`src/design/fppc_pkg.sv`:
```
// shared types, constants and helpers for the frame phase performance counters
// no dependencies
package fppc_pkg;

  localparam int TIME_BITS  = 64;
  localparam int COUNT_BITS = 32;
  localparam int DIV_BITS   = 64;
  localparam int DCNT_BITS  = $clog2(DIV_BITS + 1);

  localparam logic [31:0] THRESHOLD_RESET = 32'd50;
  localparam logic [31:0] SAT32           = 32'hFFFF_FFFF;
  localparam logic [9:0]  KILO            = 10'd1000;
  localparam logic [3:0]  TEN             = 4'd10;

  typedef enum logic [3:0] {
    FN_REFRESH_START = 4'd0,
    FN_REFRESH_DONE  = 4'd1,
    FN_RENDER_START  = 4'd2,
    FN_RENDER_DONE   = 4'd3,
    FN_FLUSH_START   = 4'd4,
    FN_FLUSH_DONE    = 4'd5,
    FN_WAIT_START    = 4'd6,
    FN_WAIT_DONE     = 4'd7,
    FN_REPORT        = 4'd8
  } func_t;

  typedef enum logic [3:0] {
    ST_IDLE,
    ST_EVENT,
    ST_KPIX_MUL,
    ST_KPIX_DIV,
    ST_STRIP_DIV,
    ST_AVG_DIV,
    ST_EMIT,
    ST_CLEAR
  } state_t;

  // commands from controller to datapath
  typedef struct packed {
    logic       apply_event;
    logic       kpix_mul;
    logic       div_start;
    logic [1:0] div_sel;   // 0 kpix, 1 strips, 2 average
    logic [1:0] phase;
    logic       latch_now; // keep the report timestamp
    logic       load_out;
    logic       clear;
  } cmd_t;

  typedef struct packed {
    logic div_busy;
    logic div_done;
  } status_t;

endpackage

```
`src/design/fppc_divider.sv`:
```
// shared restoring divider, one quotient bit per cycle
// depends on fppc_pkg
module fppc_divider
  import fppc_pkg::*;
(
  input  logic                clk,
  input  logic                rst,
  input  logic                start,
  input  logic [DIV_BITS-1:0] dividend,
  input  logic [DIV_BITS-1:0] divisor,
  output logic [DIV_BITS-1:0] quotient,
  output logic                busy,
  output logic                done
);

  logic [DIV_BITS-1:0]  rem;
  logic [DIV_BITS-1:0]  den;
  logic [DCNT_BITS-1:0] cnt;
  logic [DIV_BITS:0]    trial;

  assign trial = {rem, quotient[DIV_BITS-1]} - {1'b0, den};

  always_ff @(posedge clk) begin
    if (rst) begin
      busy <= 1'b0;
      done <= 1'b0;
      cnt  <= '0;
    end else begin
      done <= 1'b0;
      if (start) begin
        busy     <= 1'b1;
        quotient <= dividend;
        rem      <= '0;
        den      <= divisor;
        cnt      <= DCNT_BITS'(DIV_BITS);
      end else if (busy) begin
        if (!trial[DIV_BITS]) begin
          rem      <= trial[DIV_BITS-1:0];
          quotient <= {quotient[DIV_BITS-2:0], 1'b1};
        end else begin
          rem      <= {rem[DIV_BITS-2:0], quotient[DIV_BITS-1]};
          quotient <= {quotient[DIV_BITS-2:0], 1'b0};
        end
        cnt <= cnt - 1'b1;
        if (cnt == DCNT_BITS'(1)) begin
          busy <= 1'b0;
          done <= 1'b1;
        end
      end
    end
  end

endmodule

```
`src/design/fppc_datapath.sv`:
```
// counter registers, event arithmetic, report assembly
// depends on fppc_pkg and fppc_divider
module fppc_datapath
  import fppc_pkg::*;
(
  input  logic        clk,
  input  logic        rst,
  input  cmd_t        cmd,
  output status_t     status,
  input  logic [3:0]  func,
  input  logic [62:0] timestamp_us,
  input  logic [23:0] pixel_count,
  input  logic [31:0] threshold,
  output logic [1:0]  out_category,
  output logic [31:0] out_count,
  output logic [31:0] out_avg,
  output logic [31:0] out_max,
  output logic [31:0] out_blocked,
  output logic [63:0] out_kpix,
  output logic [31:0] out_strips,
  output logic        out_last
);

  logic [TIME_BITS-1:0]  start_time [4];
  logic [TIME_BITS-1:0]  total      [4];
  logic [31:0]           maximum    [4];
  logic [COUNT_BITS-1:0] count      [4];
  logic [COUNT_BITS-1:0] blocked;
  logic [63:0]           pixels;
  logic [TIME_BITS-1:0]  win_start;
  logic [TIME_BITS-1:0]  rpt_now;
  logic [63:0]           kpix_prod;
  logic [63:0]           kpix;
  logic [31:0]           strips;
  logic [31:0]           avg;

  logic [TIME_BITS-1:0] now;
  logic [1:0]           ph;
  logic [TIME_BITS-1:0] diff;
  logic [31:0]          elapsed;
  logic [TIME_BITS-1:0] wdiff;
  logic [TIME_BITS-1:0] win;

  logic [DIV_BITS-1:0] dvd, dvs, quo;

  assign now  = TIME_BITS'({1'b0, timestamp_us});
  assign ph   = func[2:1];
  assign diff = now - start_time[ph];
  assign elapsed = (diff[TIME_BITS-1]) ? 32'd0 :
                   (|(diff >> 32)) ? SAT32 : diff[31:0];
  assign wdiff = rpt_now - win_start;
  assign win   = (wdiff[TIME_BITS-1] || wdiff == '0) ? TIME_BITS'(1) : wdiff;

  always_comb begin
    case (cmd.div_sel)
      2'd0: begin
        dvd = kpix_prod;
        dvs = DIV_BITS'(win);
      end
      2'd1: begin
        dvd = DIV_BITS'(count[2]) * DIV_BITS'(TEN);
        dvs = DIV_BITS'(count[1]);
      end
      default: begin
        dvd = DIV_BITS'(total[cmd.phase]);
        dvs = DIV_BITS'(count[cmd.phase]);
      end
    endcase
  end

  fppc_divider u_div (
    .clk      (clk),
    .rst      (rst),
    .start    (cmd.div_start),
    .dividend (dvd),
    .divisor  (dvs),
    .quotient (quo),
    .busy     (status.div_busy),
    .done     (status.div_done)
  );

  always_ff @(posedge clk) begin
    if (rst) begin
      for (int i = 0; i < 4; i++) begin
        start_time[i] <= '0;
        total[i]      <= '0;
        maximum[i]    <= '0;
        count[i]      <= '0;
      end
      blocked   <= '0;
      pixels    <= '0;
      win_start <= '0;
    end else if (cmd.clear) begin
      for (int i = 0; i < 4; i++) begin
        total[i]   <= '0;
        maximum[i] <= '0;
        count[i]   <= '0;
      end
      blocked   <= '0;
      pixels    <= '0;
      win_start <= rpt_now;
    end else if (cmd.apply_event) begin
      case (func)
        FN_REFRESH_START, FN_RENDER_START, FN_WAIT_START: begin
          start_time[ph] <= now;
        end
        FN_FLUSH_START: begin
          start_time[2] <= now;
          pixels        <= pixels + 64'(pixel_count);
          count[2]      <= count[2] + 1'b1;
        end
        FN_REFRESH_DONE, FN_RENDER_DONE, FN_FLUSH_DONE, FN_WAIT_DONE: begin
          total[ph] <= total[ph] + TIME_BITS'(elapsed);
          if (elapsed > maximum[ph]) maximum[ph] <= elapsed;
          if (func != FN_FLUSH_DONE) count[ph] <= count[ph] + 1'b1;
          if (func == FN_WAIT_DONE && elapsed >= threshold) blocked <= blocked + 1'b1;
        end
        default: begin
        end
      endcase
    end
  end

  always_ff @(posedge clk) begin
    if (cmd.latch_now) rpt_now <= now;
    if (cmd.kpix_mul) kpix_prod <= pixels * 64'(KILO);
    if (status.div_done) begin
      case (cmd.div_sel)
        2'd0:    kpix <= quo;
        2'd1:    strips <= (count[1] == '0) ? 32'd0 : (|quo[63:32]) ? SAT32 : quo[31:0];
        default: avg <= (count[cmd.phase] == '0) ? 32'd0 :
                        (|quo[63:32]) ? SAT32 : quo[31:0];
      endcase
    end
    if (cmd.load_out) begin
      out_category <= cmd.phase;
      out_count    <= 32'(count[cmd.phase]);
      out_avg      <= avg;
      out_max      <= maximum[cmd.phase];
      out_blocked  <= 32'(blocked);
      out_kpix     <= kpix;
      out_strips   <= strips;
      out_last     <= (cmd.phase == 2'd3);
    end
  end

endmodule

```
`src/design/fppc_ctrl.sv`:
```
// sequencer for events and report division steps
// depends on fppc_pkg
module fppc_ctrl
  import fppc_pkg::*;
(
  input  logic       clk,
  input  logic       rst,
  input  logic       in_valid,
  output logic       in_ready,
  input  logic [3:0] func,
  output logic       out_valid,
  input  logic       out_ready,
  output cmd_t       cmd,
  input  status_t    status
);

  state_t     state, state_next;
  logic [1:0] phase, phase_next;
  logic       started, started_next;
  logic       ovalid, ovalid_next;

  assign out_valid = ovalid;

  always_ff @(posedge clk) begin
    if (rst) begin
      state   <= ST_IDLE;
      phase   <= '0;
      started <= 1'b0;
      ovalid  <= 1'b0;
    end else begin
      state   <= state_next;
      phase   <= phase_next;
      started <= started_next;
      ovalid  <= ovalid_next;
    end
  end

  always_comb begin
    state_next   = state;
    phase_next   = phase;
    started_next = started;
    ovalid_next  = ovalid;
    cmd          = '0;
    cmd.phase    = phase;
    in_ready     = 1'b0;
    if (ovalid && out_ready) ovalid_next = 1'b0;
    case (state)
      ST_IDLE: begin
        in_ready = 1'b1;
        if (in_valid) begin
          if (func == FN_REPORT) begin
            cmd.latch_now = 1'b1;
            state_next    = ST_KPIX_MUL;
          end else begin
            cmd.apply_event = 1'b1;
          end
        end
      end
      ST_KPIX_MUL: begin
        cmd.kpix_mul = 1'b1;
        state_next   = ST_KPIX_DIV;
        started_next = 1'b0;
      end
      ST_KPIX_DIV: begin
        cmd.div_sel = 2'd0;
        if (!started) begin
          cmd.div_start = 1'b1;
          started_next  = 1'b1;
        end else if (status.div_done) begin
          started_next = 1'b0;
          state_next   = ST_STRIP_DIV;
        end
      end
      ST_STRIP_DIV: begin
        cmd.div_sel = 2'd1;
        if (!started) begin
          cmd.div_start = 1'b1;
          started_next  = 1'b1;
        end else if (status.div_done) begin
          started_next = 1'b0;
          phase_next   = '0;
          state_next   = ST_AVG_DIV;
        end
      end
      ST_AVG_DIV: begin
        cmd.div_sel = 2'd2;
        if (!started) begin
          cmd.div_start = 1'b1;
          started_next  = 1'b1;
        end else if (status.div_done) begin
          started_next = 1'b0;
          state_next   = ST_EMIT;
        end
      end
      ST_EMIT: begin
        cmd.div_sel = 2'd2;
        if (!ovalid || out_ready) begin
          cmd.load_out = 1'b1;
          ovalid_next  = 1'b1;
          if (phase == 2'd3) begin
            state_next = ST_CLEAR;
          end else begin
            phase_next = phase + 1'b1;
            state_next = ST_AVG_DIV;
          end
        end
      end
      ST_CLEAR: begin
        cmd.clear  = 1'b1;
        state_next = ST_IDLE;
      end
      default: begin
        state_next = ST_IDLE;
      end
    endcase
  end

endmodule

```
`src/design/frame_phase_perf_counters.sv`:
```
// top level of the frame phase performance counters
// depends on fppc_pkg, fppc_ctrl, fppc_datapath
//
// Display-pipeline event counters. Ordinary events (phase start/finish, flush start,
// unused codes) are taken in one cycle each, back to back. A report request runs a shared
// 64-bit restoring divider six times (kilopixel rate, strips per redraw, four averages),
// each run waiting on the divider from start to result; with the product step, four
// output loads and the clear, plus any output stall, a report keeps the input closed
// from when it is taken until all of these are done. The four result items leave
// through a registered output while the next average is computed; the last one may still
// wait there while new events are taken. The report timestamp is latched when the request
// is taken. The blocked threshold may be written whenever no report is in flight.
module frame_phase_perf_counters
  import fppc_pkg::*;
(
  input  logic         clk,
  input  logic         rst,
  input  logic         cfg_we,
  input  logic [31:0]  cfg_wdata,
  input  logic         s_tvalid,
  output logic         s_tready,
  // func[3:0], timestamp_us[66:4], pixel_count[90:67], zero fill
  input  logic [95:0]  s_tdata,
  output logic         m_tvalid,
  input  logic         m_tready,
  // category[1:0], event_count[33:2], mean_us[65:34], maximum_us[97:66],
  // blocked_count[129:98], kilo_pixels_per_s[193:130], strips_x10[225:194], zero fill
  output logic [231:0] m_tdata,
  output logic         m_tlast
);

  logic [31:0] threshold;
  cmd_t        cmd;
  status_t     status;
  logic [1:0]  o_cat;
  logic [31:0] o_cnt, o_avg, o_max, o_blk, o_str;
  logic [63:0] o_kpix;

  // blocked threshold register
  always_ff @(posedge clk) begin
    if (rst) threshold <= THRESHOLD_RESET;
    else if (cfg_we) threshold <= cfg_wdata;
  end

  fppc_ctrl u_ctrl (
    .clk       (clk),
    .rst       (rst),
    .in_valid  (s_tvalid),
    .in_ready  (s_tready),
    .func      (s_tdata[3:0]),
    .out_valid (m_tvalid),
    .out_ready (m_tready),
    .cmd       (cmd),
    .status    (status)
  );

  fppc_datapath u_dp (
    .clk          (clk),
    .rst          (rst),
    .cmd          (cmd),
    .status       (status),
    .func         (s_tdata[3:0]),
    .timestamp_us (s_tdata[66:4]),
    .pixel_count  (s_tdata[90:67]),
    .threshold    (threshold),
    .out_category (o_cat),
    .out_count    (o_cnt),
    .out_avg      (o_avg),
    .out_max      (o_max),
    .out_blocked  (o_blk),
    .out_kpix     (o_kpix),
    .out_strips   (o_str),
    .out_last     (m_tlast)
  );

  assign m_tdata = {6'd0, o_str, o_kpix, o_blk, o_max, o_avg, o_cnt, o_cat};

endmodule

```
`config.mk`:
```
export PLATFORM = sky130hd
export DESIGN_NAME = frame_phase_perf_counters
export DESIGN_NICKNAME = d
export VERILOG_FILES = /design/src/design/fppc_pkg.sv /design/src/design/fppc_divider.sv /design/src/design/fppc_datapath.sv /design/src/design/fppc_ctrl.sv /design/src/design/frame_phase_perf_counters.sv
export SDC_FILE = /design/constraint.sdc
export NUM_CORES = 2
export LEC_CHECK = 0
export BUFFER_PORTS_ARGS = -buffer_cell sky130_fd_sc_hd__buf_2
export CAP_MARGIN = 10
export CELL_PAD_IN_SITES_DETAIL_PLACEMENT = 1
export CELL_PAD_IN_SITES_GLOBAL_PLACEMENT = 1
export CORE_MARGIN = 5
export CORE_UTILIZATION = 30
export CTS_CLUSTER_DIAMETER = 50
export DETAILED_ROUTE_END_ITERATION = 8
export HOLD_SLACK_MARGIN = 0.15
export PLACE_DENSITY = 0.51
export SETUP_SLACK_MARGIN = 0.15
export SLEW_MARGIN = 20
export SYNTH_ARGS = -nofsm -noshare
export SYNTH_HDL_FRONTEND = slang
export SYNTH_HIERARCHICAL = 1
export SYNTH_SLANG_ARGS = --single-unit
```
`constraint.sdc`:
```
create_clock -name clk -period 14.05 [get_ports clk]
set_input_delay 2.81 -clock clk [delete_from_list [all_inputs] [get_ports clk]]
set_output_delay 2.81 -clock clk [all_outputs]
set_load 0.01 [all_outputs]
```
==> metrics.txt <==
vias=approximately 69000; CTS root buffer=clkbuf_16; Slew Limit Fails=0; CP peak stage delay=650 ps; Crit Reg-Reg Startpoint=u_dp/start_time[1][2]; core area=0.321 mm^2; type of the tightest min-delay check=flip-flop to flip-flop; Setup crit end kind=flip-flop; Hold Path Origin=u_dp/strips[16]; die footprint=0.334 mm^2; Seq/Total Area, Yosys=48.7%; Final WS setup=between 2000 and 2500 ps; first-pass GRT wire length=slightly below 500000 um; post-cts sizing count=0; later-pin clock latency in the skew report=870 ps; asr flop ratio synth=0%; CTS H-tree lvls=5; Worst Tran Pin Value=1320 ps; WP data arrival=12600 ps; IO buf count=356; CTS tree=yes; hold worst-path end=u_dp/out_strips[16]; largest net degree at the start of global routing=84; Post-Syn Area=0.0969 mm^2; CTS buffer count=268; DR vias/cell=about 5.2; Crit Path Class=input pin to flip-flop; Final Cycle Share=85.5%; count of warnings emitted by yosys=6; CTS sink cnt=1639; Max Fclk=0.0833 GHz; synth top area cells=edfxtp_1 44%, mux4_2 7.4%, ha_1 6.5%; clk_skew=56.1 ps; CTS Hold Buffers Added=0; min Tclk post-route=between 10000 and 15000 ps; reg-to-reg setup timing slack=4320 ps; Total Routing Usage GR=a little under a fifth; Post-synth EDFFs=1435; Syn-to-layout area delta=16.0%; Critical R2R Capture=u_dp/total[1][44]; Synth Flop Type=edfxtp_1; total gr overflow=0; RSZ-0062 raised after global routing=false; DRC viols=0; PD cells=121 mW/mm^2; nets=9461; Routed Antenna Nets=0; Worst Hold Path Cells=0; Unique masters post-synth=105; routability congestion estimate=0.848; largest area contributor in the netlist=edfxtp_1; status=completed; Post-CTS Repair Setup Buffers=0; slew margin rel.=11.0%; critical path startpoint category=input pin; detailed placement HPWL=between 200000 and 250000 um; FILL cells=approximately 35000; Fin Setup TNS=0 ps; drt pass-1 iters=5; Worst R2R Path Depth=28; Final Hold Fails=0; total number of placement rows=about 210; Starting Density=between 30 and 40%; top-area cell type share of the netlist area=44.5%; DP Worst Slack=1130 ps; DRT Wirelength=327000 um; Slowest-stage cell, CP=and4bb_4; average cell area after synthesis=roughly 12 um^2; flops & latches, synth=1639; vias in the first global route=72400; Inst Count DP=12600; antenna violations before repair=43; Max-cap violations=0; CTS Buffer Depth=4; Max IR drop VDD=0.0754 mV; Leak=43.1 nW; WP data required=14640 ps; crit path max fanout=60; final cell count without fillers=approximately 13000; CP startpoint=s_tdata[1]; Mapped Cells=between 8000 and 9000; final setup vio count=0; DIE HEIGHT=578 um; Avg WL per Cell=between 20 and 25 um; I/O Pins=368; share of layout cells above drive strength 1=15.7%; Hold Slack=412 ps; DRT iter0 DRCs=4407; Die X=578 um; clock-pin slew of the registers on the worst-case setup and hold paths=60 ps
## critical path: cells and delay by family
family          cells  cell delay (ps)
buf+inv             3             1030
xor+xnor            1              370
mux                 1              550
simple gates       11             3340
fa+ha+maj           2              940
compound gates     12             3320
## routing by layer
layer	global-route usage, %	wire [um]	share of wire, %
met5	0	202	0.062
met3	3.27	17700	5.4
met4	4.22	6750	2.1
met1	27.9	158000	48
met2	29.4	144000	44
## synthesized netlist by cell type, drive strengths merged (57+ instances only)
library cell and n:
xor2 175, mux2 71, nor2 842, a21o 176, inv 411, ha 503, o21bai 65, edfxtp 1435
a31oi 57, nand2 487, mux4 317, xnor2 242, dfxtp 204, o21a 131, and3 147, and2 232
clkbuf 319, a21oi 649, fa 225, nand3 169, nor4 59, buf 111, nand4 119, mux2i 132
nor3 87, o21ai 329
## how the worst max path moves through the flow
stage / end / slack, ps
floorplan: u_dp/out_avg[0] / 950
global placement: u_dp/total[2][36] / 1170
detailed placement: u_dp/maximum[3][25] / 1130
CTS: u_dp/total[1][44] / 2050
global route: u_dp/total[3][36] / 1490
finish: u_dp/total[1][44] / 2040
## layout by cell type (no fill, tap or decap), drive strengths merged, types with 24 or more instances in the layout
cell type	count
or3	52
a211oi	42
buf	458
mux4	317
mux2i	132
or2	26
nor2b	48
clkinv	87
o211ai	30
edfxtp	1435
xor2	175
a31oi	57
a22o	30
a21o	176
clkbuf	305
mux2	71
a21oi	649
bufinv	25
nand2	487
o21ai	329
nand3	169
clkinvlp	24
xnor2	242
a211o	31
and3	147
nand4	119
fa	225
o31ai	35
nor4	59
o21bai	65
nand2b	40
ha	503
o21a	131
and2	232
inv	453
nor3	87
dfxtp	204
nor2	842
## through the flow
stage	instance area [um^2]	total power [W]	util (%)
after CTS	112000	0.0138	35.0
after floorplan	96900	0.00642	-
after global routing	112000	0.0141	35.0
after detailed placement	103000	0.00696	32.1
final	112000	0.0136	35.0
after global placement	103000	0.00693	32.1
## kinds of logic after synthesis
group,after synthesis,share of synthesized area (%)
buffers and inverters,841,3.53
AO/OA/AOI/OAI,1759,11.4
multiplexers,520,9.56
adder cells (fa/ha/maj),728,11.1
flip-flops,1639,48.7
AND/OR/NAND/NOR,2391,11.9
other,2,0.00775
XOR/XNOR,417,3.77
## sequential cells by signal, indices dropped and copies added, names as in the netlist, 61 cells and up
signal and cells:
u_dp/u_div/den 64, u_dp/maximum 128, u_dp/start_time 252, u_dp/total 256, u_dp/u_div/rem 64, u_dp/win_start 63, u_dp/count 128, u_dp/kpix_prod 61
u_dp/out_kpix 64, u_dp/kpix 64, u_dp/rpt_now 63, u_dp/pixels 61, u_dp/u_div/quotient 64
## layout make-up
type / count / area, um^2 / area share, %
Sequential cell: 1639 / 47200 / 42.0
Multi-Input combinational cell: 5822 / 46500 / 41.4
Clock buffer: 305 / 7040 / 6.26
Tap cell: 4305 / 5390 / 4.79
Timing Repair Buffer: 458 / 2640 / 2.35
Clock inverter: 178 / 2060 / 1.83
Inverter: 411 / 1540 / 1.37
Antenna cell: 18 / 45.0 / 0.0401
## report_power, final
group | total, W | switching, W | leakage [nW] | internal, W
registers | 0.00545 | 0.0000665 | 15.9 | 0.00538
clock network | 0.00669 | 0.00255 | 4.38 | 0.00413
logic | 0.00142 | 0.000934 | 22.8 | 0.000485
No activity file was read; power rests on OpenSTA's default activity.
